**src/rtl/core/ctrng_pkg.sv**
```systemverilog
// Shared types and constants for the combined Tausworthe RNG core.
// No dependencies.
package ctrng_pkg;

    localparam logic OP_DRAW   = 1'b0;
    localparam logic OP_RESEED = 1'b1;

    localparam logic [31:0] LcgMult   = 32'd69069;
    localparam int          WarmSteps = 6;
    localparam int          WarmW     = $clog2(WarmSteps);

    localparam logic [31:0] MinA = 32'd1;
    localparam logic [31:0] MinB = 32'd7;
    localparam logic [31:0] MinC = 32'd15;

    typedef enum logic [7:0] {
        ST_IDLE   = 8'b0000_0001,
        ST_SEED_A = 8'b0000_0010,
        ST_MUL_B  = 8'b0000_0100,
        ST_SEED_B = 8'b0000_1000,
        ST_MUL_C  = 8'b0001_0000,
        ST_SEED_C = 8'b0010_0000,
        ST_WARM   = 8'b0100_0000,
        ST_DRAW   = 8'b1000_0000
    } state_t;

    typedef struct packed {
        logic mul_seed;  // product <= seed * mult
        logic mul_a;     // product <= comp_a * mult
        logic mul_b;     // product <= comp_b * mult
        logic load_a;
        logic load_b;
        logic load_c;
        logic advance;   // one Tausworthe step on all three components
        logic load_out;  // capture the advanced XOR into the output register
    } cmd_t;

endpackage

```
**src/rtl/core/ctrng_dpath.sv**
```systemverilog
// Datapath: component registers, shared LCG multiplier, output register.
// Depends on ctrng_pkg.
module ctrng_dpath (
    input  logic                aclk,
    input  logic                aresetn,
    input  ctrng_pkg::cmd_t     cmd,
    input  logic [31:0]         seed_value,
    output logic [31:0]         random_value
);
    import ctrng_pkg::*;

    logic [31:0] comp_a_reg, comp_a_next;
    logic [31:0] comp_b_reg, comp_b_next;
    logic [31:0] comp_c_reg, comp_c_next;
    logic [31:0] prod_reg, prod_next;
    logic [31:0] out_reg, out_next;
    logic [31:0] mul_operand;
    logic [31:0] step_a, step_b, step_c;

    function automatic logic [31:0] lift_min(input logic [31:0] x, input logic [31:0] m);
        return (x < m) ? x + m : x;
    endfunction

    // Fixed shift amounts per component; mask clears the low bits first.
    assign step_a = ((comp_a_reg & 32'hFFFF_FFFE) << 12)
                  ^ (((comp_a_reg << 13) ^ comp_a_reg) >> 19);
    assign step_b = ((comp_b_reg & 32'hFFFF_FFF8) << 4)
                  ^ (((comp_b_reg << 2) ^ comp_b_reg) >> 25);
    assign step_c = ((comp_c_reg & 32'hFFFF_FFF0) << 17)
                  ^ (((comp_c_reg << 3) ^ comp_c_reg) >> 11);

    always_comb begin
        if (cmd.mul_seed) begin
            mul_operand = seed_value;
        end else if (cmd.mul_a) begin
            mul_operand = comp_a_reg;
        end else begin
            mul_operand = comp_b_reg;
        end
    end

    always_comb begin
        prod_next   = prod_reg;
        comp_a_next = comp_a_reg;
        comp_b_next = comp_b_reg;
        comp_c_next = comp_c_reg;
        out_next    = out_reg;
        if (cmd.mul_seed || cmd.mul_a || cmd.mul_b) begin
            prod_next = mul_operand * LcgMult;
        end
        if (cmd.advance) begin
            comp_a_next = step_a;
            comp_b_next = step_b;
            comp_c_next = step_c;
        end
        if (cmd.load_a) begin
            comp_a_next = lift_min(prod_reg, MinA);
        end
        if (cmd.load_b) begin
            comp_b_next = lift_min(prod_reg, MinB);
        end
        if (cmd.load_c) begin
            comp_c_next = lift_min(prod_reg, MinC);
        end
        if (cmd.load_out) begin
            out_next = step_a ^ step_b ^ step_c;
        end
    end

    always_ff @(posedge aclk) begin
        if (!aresetn) begin
            comp_a_reg <= '0;
            comp_b_reg <= '0;
            comp_c_reg <= '0;
        end else begin
            comp_a_reg <= comp_a_next;
            comp_b_reg <= comp_b_next;
            comp_c_reg <= comp_c_next;
        end
        prod_reg <= prod_next;
        out_reg  <= out_next;
    end

    assign random_value = out_reg;

endmodule

```
**src/rtl/core/ctrng_ctrl.sv**
```systemverilog
// Controller FSM: handshakes, seeding sequence, warm-up count.
// Depends on ctrng_pkg.
module ctrng_ctrl (
    input  logic                aclk,
    input  logic                aresetn,
    input  logic                s_valid,
    input  logic                s_opcode,
    output logic                s_ready,
    output logic                m_valid,
    input  logic                m_ready,
    output ctrng_pkg::cmd_t     cmd
);
    import ctrng_pkg::*;

    state_t             state_reg, state_next;
    logic [WarmW-1:0]   warm_cnt_reg, warm_cnt_next;
    logic               seeded_reg, seeded_next;
    logic               draw_pend_reg, draw_pend_next;
    logic               out_valid_reg, out_valid_next;
    logic               out_free;

    assign out_free = !out_valid_reg || m_ready;

    always_comb begin
        state_next     = state_reg;
        warm_cnt_next  = warm_cnt_reg;
        seeded_next    = seeded_reg;
        draw_pend_next = draw_pend_reg;
        cmd            = '0;
        s_ready        = 1'b0;
        case (state_reg)
            ST_IDLE: begin
                s_ready = out_free;
                if (s_valid && out_free) begin
                    if (s_opcode == OP_RESEED || !seeded_reg) begin
                        cmd.mul_seed   = 1'b1;
                        draw_pend_next = (s_opcode == OP_DRAW);
                        state_next     = ST_SEED_A;
                    end else begin
                        cmd.advance  = 1'b1;
                        cmd.load_out = 1'b1;
                    end
                end
            end
            ST_SEED_A: begin
                cmd.load_a = 1'b1;
                state_next = ST_MUL_B;
            end
            ST_MUL_B: begin
                cmd.mul_a  = 1'b1;
                state_next = ST_SEED_B;
            end
            ST_SEED_B: begin
                cmd.load_b = 1'b1;
                state_next = ST_MUL_C;
            end
            ST_MUL_C: begin
                cmd.mul_b  = 1'b1;
                state_next = ST_SEED_C;
            end
            ST_SEED_C: begin
                cmd.load_c    = 1'b1;
                warm_cnt_next = '0;
                state_next    = ST_WARM;
            end
            ST_WARM: begin
                cmd.advance = 1'b1;
                if (warm_cnt_reg == WarmW'(WarmSteps - 1)) begin
                    seeded_next   = 1'b1;
                    warm_cnt_next = '0;
                    state_next    = draw_pend_reg ? ST_DRAW : ST_IDLE;
                end else begin
                    warm_cnt_next = warm_cnt_reg + 1'b1;
                end
            end
            ST_DRAW: begin
                // first draw after an implicit seed waits for the output slot
                if (out_free) begin
                    cmd.advance  = 1'b1;
                    cmd.load_out = 1'b1;
                    state_next   = ST_IDLE;
                end
            end
            default: begin
                state_next = ST_IDLE;
            end
        endcase
    end

    always_comb begin
        if (cmd.load_out) begin
            out_valid_next = 1'b1;
        end else if (m_ready) begin
            out_valid_next = 1'b0;
        end else begin
            out_valid_next = out_valid_reg;
        end
    end

    always_ff @(posedge aclk) begin
        if (!aresetn) begin
            state_reg     <= ST_IDLE;
            warm_cnt_reg  <= '0;
            seeded_reg    <= 1'b0;
            draw_pend_reg <= 1'b0;
            out_valid_reg <= 1'b0;
        end else begin
            state_reg     <= state_next;
            warm_cnt_reg  <= warm_cnt_next;
            seeded_reg    <= seeded_next;
            draw_pend_reg <= draw_pend_next;
            out_valid_reg <= out_valid_next;
        end
    end

    assign m_valid = out_valid_reg;

endmodule

```
**src/rtl/core/combined_tausworthe_rng_core.sv**
```systemverilog
// Top level of the combined Tausworthe (three-component) RNG core.
// Depends on ctrng_pkg, ctrng_ctrl, ctrng_dpath.
//
//  Channel  Dir  Handshake          Payload
//  s_       in   s_valid/s_ready    s_opcode (0 draw, 1 reseed), s_seed_value[31:0]
//  m_       out  m_valid/m_ready    m_random_value[31:0]
//
// A seeded draw's result is valid in the cycle after its accept; draws sustain
// one item per cycle while each result is taken. A reseed keeps s_ready low
// after its accept for three LCG passes through the single shared multiplier
// (each a multiply then a load) plus six warm-up steps counted by the controller.
// An unseeded draw then takes its own step. Reset (aresetn low, synchronous)
// clears the components and the seeded flag. A stalled result holds in the
// output register and blocks new items only until it is taken.
module combined_tausworthe_rng_core (
    input  logic        aclk,
    input  logic        aresetn,
    input  logic        s_valid,
    output logic        s_ready,
    input  logic        s_opcode,
    input  logic [31:0] s_seed_value,
    output logic        m_valid,
    input  logic        m_ready,
    output logic [31:0] m_random_value
);
    import ctrng_pkg::*;

    cmd_t cmd;

    ctrng_ctrl u_ctrl (
        .aclk     (aclk),
        .aresetn  (aresetn),
        .s_valid  (s_valid),
        .s_opcode (s_opcode),
        .s_ready  (s_ready),
        .m_valid  (m_valid),
        .m_ready  (m_ready),
        .cmd      (cmd)
    );

    ctrng_dpath u_dpath (
        .aclk         (aclk),
        .aresetn      (aresetn),
        .cmd          (cmd),
        .seed_value   (s_seed_value),
        .random_value (m_random_value)
    );

endmodule

```
**config.mk**
```make
export PLATFORM = sky130hd
export DESIGN_NAME = combined_tausworthe_rng_core
export DESIGN_NICKNAME = d
export VERILOG_FILES = /design/src/rtl/core/ctrng_pkg.sv /design/src/rtl/core/ctrng_dpath.sv /design/src/rtl/core/ctrng_ctrl.sv /design/src/rtl/core/combined_tausworthe_rng_core.sv
export SDC_FILE = /design/constraint.sdc
export NUM_CORES = 1
export LEC_CHECK = 0
export BUFFER_PORTS_ARGS = -buffer_cell sky130_fd_sc_hd__buf_2
export CORE_MARGIN = 4
export CORE_UTILIZATION = 45
export CTS_CLUSTER_SIZE = 25
export DETAILED_ROUTE_END_ITERATION = 7
export HOLD_SLACK_MARGIN = 0.08
export MAX_ROUTING_LAYER = met4
export PLACE_DENSITY_LB_ADDON = 0.08
export SKIP_CTS_REPAIR_TIMING = 1
export SLEW_MARGIN = 20
export SYNTH_ARGS = -nofsm -noshare
export SYNTH_HDL_FRONTEND = slang
export SYNTH_SLANG_ARGS = --single-unit
```
**constraint.sdc**
```tcl
create_clock -name aclk -period 11.65 [get_ports aclk]
set_input_delay 3.495 -clock aclk [delete_from_list [all_inputs] [get_ports aclk]]
set_output_delay 3.495 -clock aclk [all_outputs]
set_load 0.02 [all_outputs]
```
* Word-level counts from Yosys, hierarchy flattened *
Index checks and enable logic that the tools add are counted.

word-level totals
  register bits = 174
  output and inout port bits = 34

operators by class
  add/sub/neg operators = 4
  $mul = 1
  $lt $le $gt $ge = 3
  eq/ne operators = 13
  multiplexer cells = 35
  bitwise gates (word level) = 9
  reduce and logical (&&, ||, !) cells = 15

operator list
  kind                                                         number
  2-to-1 mux 32 bit                                            11
  bitwise XOR 32 bit                                           5
  case mux 8 bit (8 select lines)                              1
  2-to-1 mux 8 bit                                             5
  adder 32 x 1 -> 32 bit, second input constant                1
  adder 32 x 3 -> 32 bit, second input constant                1
  adder 32 x 4 -> 32 bit, second input constant                1
  less-than comparator 32 x 1 -> 1 bit, second input constant  1
  less-than comparator 32 x 3 -> 1 bit, second input constant  1
  less-than comparator 32 x 4 -> 1 bit, second input constant  1
  multiplier 32 x 17 -> 32 bit, second input constant          1
  bitwise XOR 32 x 13 -> 32 bit                                1
  bitwise XOR 32 x 21 -> 32 bit                                1
  bitwise XOR 32 x 7 -> 32 bit                                 1
  2-to-1 mux 1 bit                                             11
  nonzero test 2 bit                                           5
  == test 8 x 1 -> 1 bit, second input constant                1
  == test 8 x 2 -> 1 bit, second input constant                1
  == test 8 x 3 -> 1 bit, second input constant                1
  == test 8 x 4 -> 1 bit, second input constant                1
  == test 8 x 5 -> 1 bit, second input constant                1
  == test 8 x 6 -> 1 bit, second input constant                1
  == test 8 x 7 -> 1 bit, second input constant                1
  == test 8 bit, second input constant                         1
  other kinds (15)                                             24

* Depth between registers and ports, before layout *
Gate-level depths: netlist of the first run.

  depth in word-level cells = 7
  depth in mapped cells = 29
  mapped depth without buffers = 26

* Hierarchy *
Synthesis of the first run repeated with hierarchy kept, for this count alone.

unflattened totals
  cells, all modules = 1657
  area, all modules = 15756.4 um^2

modules (own cells, without submodules)
  module       instances  cells each  area an instance (um^2)  sequential area each (um^2)
  ctrng_dpath  1          1568        14929.3                  3763.6
  ctrng_ctrl   1          89          827.0                    280.3

* Worst setup path after synthesis of the first run *
Ideal clock, no wire load.

  path type = input -> register
  start = input m_ready
  end = register u_dpath.prod_reg[31], data pin
  data arrival time = 9826 ps
  data required time = 11392 ps
  slack = 1566 ps
  stages = 26
  buffers on the path = 3
  cell sequence = nand2b_1 > nand3_1 > nor2_2 > buf_4 > clkbuf_1 > clkbuf_1 > o21ai_0 > ha_1 > inv_1 > fa_1 > inv_1 > fa_1 > inv_1 > fa_1 > fa_1 > fa_1 > inv_1 > ha_1 > and3_1 > a31oi_1 > o21ai_0 > a221o_1 > a21o_1 > a211oi_1 > a21oi_1 > xnor2_1

between the ends
  cells in the longest elaborated chain, start to end = 6

ends and longest elaborated chain
  what                          RTL line                            source
  start: declaration            combined_tausworthe_rng_core.sv:23  input logic m_ready,
  logical OR 1 bit              ctrng_ctrl.sv:22                    assign out_free = !out_valid_reg || m_ready;
  logical AND 1 bit             ctrng_ctrl.sv:34                    if (s_valid && out_free) begin
  2-to-1 mux 1 bit              ctrng_ctrl.sv:34
  2-to-1 mux 1 bit              ctrng_ctrl.sv:31                    case (state_reg)
  2-to-1 mux 32 bit             ctrng_dpath.sv:33                   if (cmd.mul_seed) begin
  multiplier 32 x 17 -> 32 bit  ctrng_dpath.sv:49                   prod_next = mul_operand * LcgMult;
  end signal: assignment        ctrng_dpath.sv:80                   prod_reg <= prod_next;
  end: declaration              ctrng_dpath.sv:15                   logic [31:0] prod_reg, prod_next;

No other way between the ends.
A chain may end at the register's enable or synchronous reset.

* Worst setup path after layout of the first run *
Same ends and word-level chain as after synthesis.

==> results_dict.tcl, run 1 <==
set metrics [dict create \
    status "completed" \
    clock_latency_ns 0.44 \
    slew_headroom_pct 33.88 \
    final.setup.worst_slack_ns 1.697 \
    dp_slack_ns 1.202 \
    wl_um 44550 \
    pwr-share-seq_pct 22.2 \
    crit_type "in2reg" \
    routed-via-count 11540 \
    ir_drop_uv 210.7 \
    cts_buffer_depth 2 \
    n_fill_cell 3191 \
    firstDrtPassIters 5 \
    seq_area_frac_synth_pct 26.21 \
    min_path_type "reg2reg" \
    ant_nets 0 \
    dp_cells 2126 \
    grt_max_degree 75 \
    synth.distinct_cells 64 \
    utilization_pct 50.05 \
    fp.dieW_um 193.2 \
    clkSinkCount 170 \
    dpl-instance-area_sq_mm 0.01629 \
    p_int_mw 2.309 \
    drc_errors 0 \
    power.share.clock_pct 13.2 \
    end_kind "register" \
    cpMostUsedCell "fa_1" \
    max_freq_mhz 100.5 \
    overflow 0 \
    final_area_sq_mm 0.01687 \
    period_share_pct 85.43 \
    crit_start "m_ready" \
    synth_nets 1999 \
    syn_inst 1650 \
    power.density_mw_per_mm2 252.9 \
    setup_tns_ns 0 \
    combPwrFrac_pct 64.7 \
    clock-skew-final_ns 0.01046 \
    final_cells 2158 \
    r2r_cells 24 \
    period_minus_slack_ns 9.953 \
    core.rowCount 67 \
    p_leak_nw 7.707 \
    drive_above_1_share_pct 8.480 \
    nets 2046 \
    synth_area_leader_cell "fa_1" \
    grt_pass1_vias 11700 \
    synth_edf_count 64 \
    ys_warn_count 0 \
    synth_top_area_share_pct 18.68 \
    clkTransAtPathRegs_ns 0.06 \
    rr_endpoint "u_dpath.prod_reg[31]$_DFFE_PP_" \
    syn_area_sq_mm 0.01543 \
    synthTopCellsByArea "fa_1, dfxtp_1, ha_1, edfxtp_1, xnor2_1" \
    hpwl_um 35790 \
    cts_root_buf "clkbuf_16" \
    tightest_slew_ns 0.9908 \
    io_pins 71 \
    antenna_found_initial 0 \
    sw_frac_of_total_pct 45.87 \
    power_mw 4.266 \
    ys.flop_type "dfxtp_1" \
    r2r_slack_ns 3.95 \
    required_ns 11.84 \
    antenna_cells 0 \
    grt_pass1_wl_um 68550 \
    async_flop_share_pct 0 \
    start_util_pct 45.79 \
    setup_viol_count_final 0 \
    cts_tree "built" \
    rsz0062_at_grt "no" \
    drt_iter0_drc 931 \
    htreeDepth 4 \
    synth_seq_cells 170 \
    max_cap_viol_count 0 \
    regToRegStartpoint "u_ctrl.state_reg[1]$_SDFFE_PN0P_" \
    p_switching_mw 1.957 \
    wl_per_cell_um 20.64 \
    syn_to_final_growth_pct 9.308 \
    max_stage_delay_ns 0.56 \
    worstSetupStartpointType "primary input" \
    finalMaxSlewViolations 0 \
    worstPathArrival_ns 10.14 \
    die-area_sq_mm 0.03732 \
    die-height_um 193.2 \
    crit_path_max_fanout 30 \
    grt.total_usage_pct 25.20 \
    hold_viol 0 \
    hold_ws_ns 0.4883 \
    io_buffers 70 \
    cts_made_buffers 17 \
    crit_end "u_dpath.prod_reg[31]$_DFFE_PP_" \
    viasPerCell 5.345 \
    coreArea_sq_mm 0.03370 \
    avgSynthCellArea_sq_um 9.352 \
    gp_congestion 0.9248 \
    cpMaxStageDelayCell "fa_1" \
]
[cell type report]
class,count,area [sq um],area share (%)
Sequential cell,170,4044,23.97
Multi-Input combinational cell,1139,10120,59.98
Inverter,273,1025,6.075
Clock inverter,13,142.6,0.8456
Tap cell,448,560.5,3.323
Clock buffer,19,432.9,2.567
Timing Repair Buffer,96,545.5,3.234
[cell families (layout without fill, tap and decap cells)]
group | count (synthesis) | count (layout) | share of synthesized area (%)
flops | 170 | 170 | 26.21
mux | 35 | 35 | 2.319
compound gates | 243 | 243 | 10.81
buf+inv | 341 | 401 | 8.376
simple gates | 392 | 392 | 10.90
xor+xnor | 157 | 157 | 9.089
fa+ha+maj | 312 | 312 | 32.30
[per-layer routing]
layer | part of all wire [%] | global-route usage, % | vias up | wire [um]
li1 | - | - | 5519 | -
met1 | 43 | 32.98 | 5544 | 19190
met2 | 47 | 39.94 | 398 | 20870
met3 | 6.2 | 3.745 | 74 | 2750
met4 | 3.9 | 9.504 | 0 | 1740
met5 | 0 | - | - | 0
[layout by cell type, fill, tap and decap left out, types with 10 or more instances in the layout]
cell type / synthesis / routed
a311oi_1: 53 / 53
edfxtp_1: 64 / 64
o211ai_1: 18 / 18
buf_4: 2 / 26
o21ai_0: 36 / 35
a21oi_1: 60 / 60
fa_1: 144 / 144
mux2i_1: 32 / 32
dfxtp_1: 106 / 106
xnor2_1: 125 / 125
a21o_1: 13 / 13
inv_1: 271 / 270
xor2_1: 30 / 30
o21ai_1: 9 / 10
nand2_1: 202 / 201
ha_1: 168 / 168
nand3_1: 13 / 12
clkbuf_16: 0 / 17
buf_2: 4 / 70
nor2_1: 117 / 115
[cell usage after synthesis (all sizes together), types with 18 or more instances]
cell type	instances
a21oi	60
a311oi	53
clkbuf	57
dfxtp	106
edfxtp	64
fa	144
ha	168
inv	273
mux2i	32
nand2	202
nor2	118
o211ai	18
o21ai	45
xnor2	125
xor2	30
[how the worst min path moves through the flow]
stage                                                  from                               end  cells after the start
final                     u_ctrl.draw_pend_reg$_SDFFE_PN0P_  u_ctrl.state_reg[7]$_SDFFE_PN0P_                      2
after global routing      u_ctrl.draw_pend_reg$_SDFFE_PN0P_  u_ctrl.state_reg[7]$_SDFFE_PN0P_                      2
after detailed placement  u_ctrl.draw_pend_reg$_SDFFE_PN0P_  u_ctrl.state_reg[7]$_SDFFE_PN0P_                      2
after CTS                 u_ctrl.draw_pend_reg$_SDFFE_PN0P_  u_ctrl.state_reg[7]$_SDFFE_PN0P_                      2
after floorplan           u_ctrl.draw_pend_reg$_SDFFE_PN0P_  u_ctrl.state_reg[7]$_SDFFE_PN0P_                      2
after global placement    u_ctrl.draw_pend_reg$_SDFFE_PN0P_  u_ctrl.state_reg[7]$_SDFFE_PN0P_                      2
[power by group through the flow]
| stage | logic (mW) | registers, mW | clock network [mW] |
|---|---|---|---|
| floorplan | 2.15 | 0.877 | 0 |
| global placement | 2.75 | 0.954 | 0 |
| detailed placement | 2.76 | 0.952 | 0 |
| CTS | 2.79 | 0.940 | 0.570 |
| global route | 3.22 | 0.946 | 0.592 |
| finish | 2.76 | 0.945 | 0.562 |
[critical path: cells and delay by family]
| kind | cells | cell delay, ns |
|---|---|---|
| buffers and inverters | 6 | 0.71 |
| xor gates and xnor gates | 1 | 0.14 |
| AOI/OAI and AO/OA | 6 | 1.75 |
| adders and majority gates | 7 | 3.24 |
| and+or+nand+nor | 5 | 0.77 |
Power figures use the tool's default switching activity.
==> inputs of run 2 (changes only) <==
--- a/config.mk
+++ b/config.mk
@@ -7,12 +7,13 @@
 export LEC_CHECK = 0
 export BUFFER_PORTS_ARGS = -buffer_cell sky130_fd_sc_hd__buf_2
 export CORE_MARGIN = 4
-export CORE_UTILIZATION = 45
+export CORE_UTILIZATION = 55
 export CTS_CLUSTER_SIZE = 25
 export DETAILED_ROUTE_END_ITERATION = 7
 export HOLD_SLACK_MARGIN = 0.08
 export MAX_ROUTING_LAYER = met4
 export PLACE_DENSITY_LB_ADDON = 0.08
+export SETUP_SLACK_MARGIN = 0.2
 export SKIP_CTS_REPAIR_TIMING = 1
 export SLEW_MARGIN = 20
 export SYNTH_ARGS = -nofsm -noshare
==> results_dict.tcl, run 2 (same netlist as run 1, synthesis figures left out) <==
set metrics [dict create \
    fp.dieW_um 175.5 \
    setup_viol_count_final 0 \
    cts_buffer_depth 2 \
    rsz0062_at_grt "no" \
    hpwl_um 35010 \
    grt_max_degree 93 \
    cpMaxStageDelayCell "nor2_4" \
    period_share_pct 87.98 \
    n_fill_cell 2443 \
    io_buffers 70 \
    crit_type "in2reg" \
    ant_nets 0 \
    crit_path_max_fanout 38 \
    finalMaxSlewViolations 0 \
    viasPerCell 5.651 \
    core.rowCount 61 \
    cpMostUsedCell "fa_1" \
    nets 2040 \
    antenna_found_initial 0 \
    final_cells 2082 \
    max_freq_mhz 97.56 \
    firstDrtPassIters 5 \
    drt_iter0_drc 832 \
    die-area_sq_mm 0.03080 \
    layout_common_cells "inv_1, nand2_1, ha_1, fa_1, xnor2_1" \
    drc_errors 0 \
    htreeDepth 4 \
    power_mw 4.290 \
    grt.total_usage_pct 29.91 \
    clkTransAtPathRegs_ns 0.07 \
    ir_drop_uv 174.7 \
    cts_root_buf "clkbuf_16" \
    worstSetupStartpointType "primary input" \
    clock_latency_ns 0.44 \
    multi_input_area_sq_mm 0.01012 \
    register_area_sq_mm 0.004044 \
    die-height_um 175.5 \
    cts_made_buffers 17 \
    required_ns 11.84 \
    antenna_cells 0 \
    p_leak_nw 7.674 \
    final_common_cell "inv_1" \
    utilization_pct 60.43 \
    period_minus_slack_ns 10.25 \
    grt_pass1_wl_um 68960 \
    start_util_pct 55.70 \
    drive_above_1_share_pct 8.216 \
    cts_tree "built" \
    wl_per_cell_um 20.99 \
    dp_cells 2050 \
    overflow 0 \
    routed-via-count 11770 \
    max_stage_delay_ns 0.61 \
    clock-skew-final_ns 0.01101 \
    worstPathArrival_ns 10.44 \
    status "completed" \
    gp_congestion 0.9439 \
    end_kind "register" \
    coreArea_sq_mm 0.02771 \
    min_path_type "reg2reg" \
    syn_to_final_growth_pct 8.506 \
    max_cap_viol_count 0 \
    slew_headroom_pct 25.56 \
    clkSinkCount 170 \
    grt_pass1_vias 11990 \
    tightest_slew_ns 1.105 \
    hold_viol 0 \
    io_pins 71 \
    power.density_mw_per_mm2 256.2 \
    wl_um 43710 \
    setup_tns_ns 0 \
]
[run 2: cell types whose count changed in the layout (fill, tap and decap cells not counted), moves of 2 or more]
cell      delta
buf_4        -7
clkinv_2     -3
clkinv_4     -2
inv_6        +4
o21ai_0      -3
o21ai_1      +3
[run 2: metrics by stage]
step | instance area, sq um | worst slack, ns | hold slack, ns
floorplan | 15430 | 1.566 | 0.4501
global placement | 16170 | 0.9651 | 0.4789
detailed placement | 16170 | 0.9025 | 0.4866
CTS | 16740 | 1.357 | 0.4936
global route | 16740 | 1.021 | 0.5171
finish | 16740 | 1.400 | 0.4961
[run 2: metal layers]
layer / vias up / wire length (um) / track usage [%]
met5: - / 0 / -
met4: 0 / 1870 / 11.31
met3: 92 / 2636 / 3.724
met2: 421 / 20500 / 47.80
met1: 5745 / 18700 / 39.43
li1: 5508 / - / -
[run 2: final timing paths]
check	startpoint	to	slack [ns]	depth (start not counted)
max	m_ready	u_dpath.prod_reg[31]$_DFFE_PP_	1.40	25
min	u_dpath.comp_c_reg[16]$_SDFFE_PN0P_	u_dpath.comp_c_reg[16]$_SDFFE_PN0P_	0.50	2
max reg2reg	u_ctrl.state_reg[1]$_SDFFE_PN0P_	u_dpath.prod_reg[31]$_DFFE_PP_	3.60	24
min reg2reg	u_dpath.comp_c_reg[16]$_SDFFE_PN0P_	u_dpath.comp_c_reg[16]$_SDFFE_PN0P_	0.50	2
[run 2: worst max-delay path, delay by kind of cell]
| kind | cells | cell delay, ns |
|---|---|---|
| compound gates | 8 | 1.94 |
| simple gates | 3 | 0.87 |
| xor+xnor | 1 | 0.15 |
| fa+ha+maj | 7 | 3.32 |
| buf+inv | 6 | 0.64 |
[run 2: final cells by class]
cell class | instances | share of cell area (%)
sequential | 170 | 24.15
timing repair buffer | 90 | 3.064
tap | 378 | 2.825
multi-input combinational | 1139 | 60.42
inverter | 273 | 6.120
clock buffer | 19 | 2.645
clock inverter | 13 | 0.7697
[run 2: where the power goes]
| group | total (mW) | switching, mW | internal [mW] |
|---|---|---|---|
| clock | 0.561 | 0.255 | 0.306 |
| sequential | 0.947 | 0.132 | 0.815 |
| combinational | 2.78 | 1.61 | 1.18 |
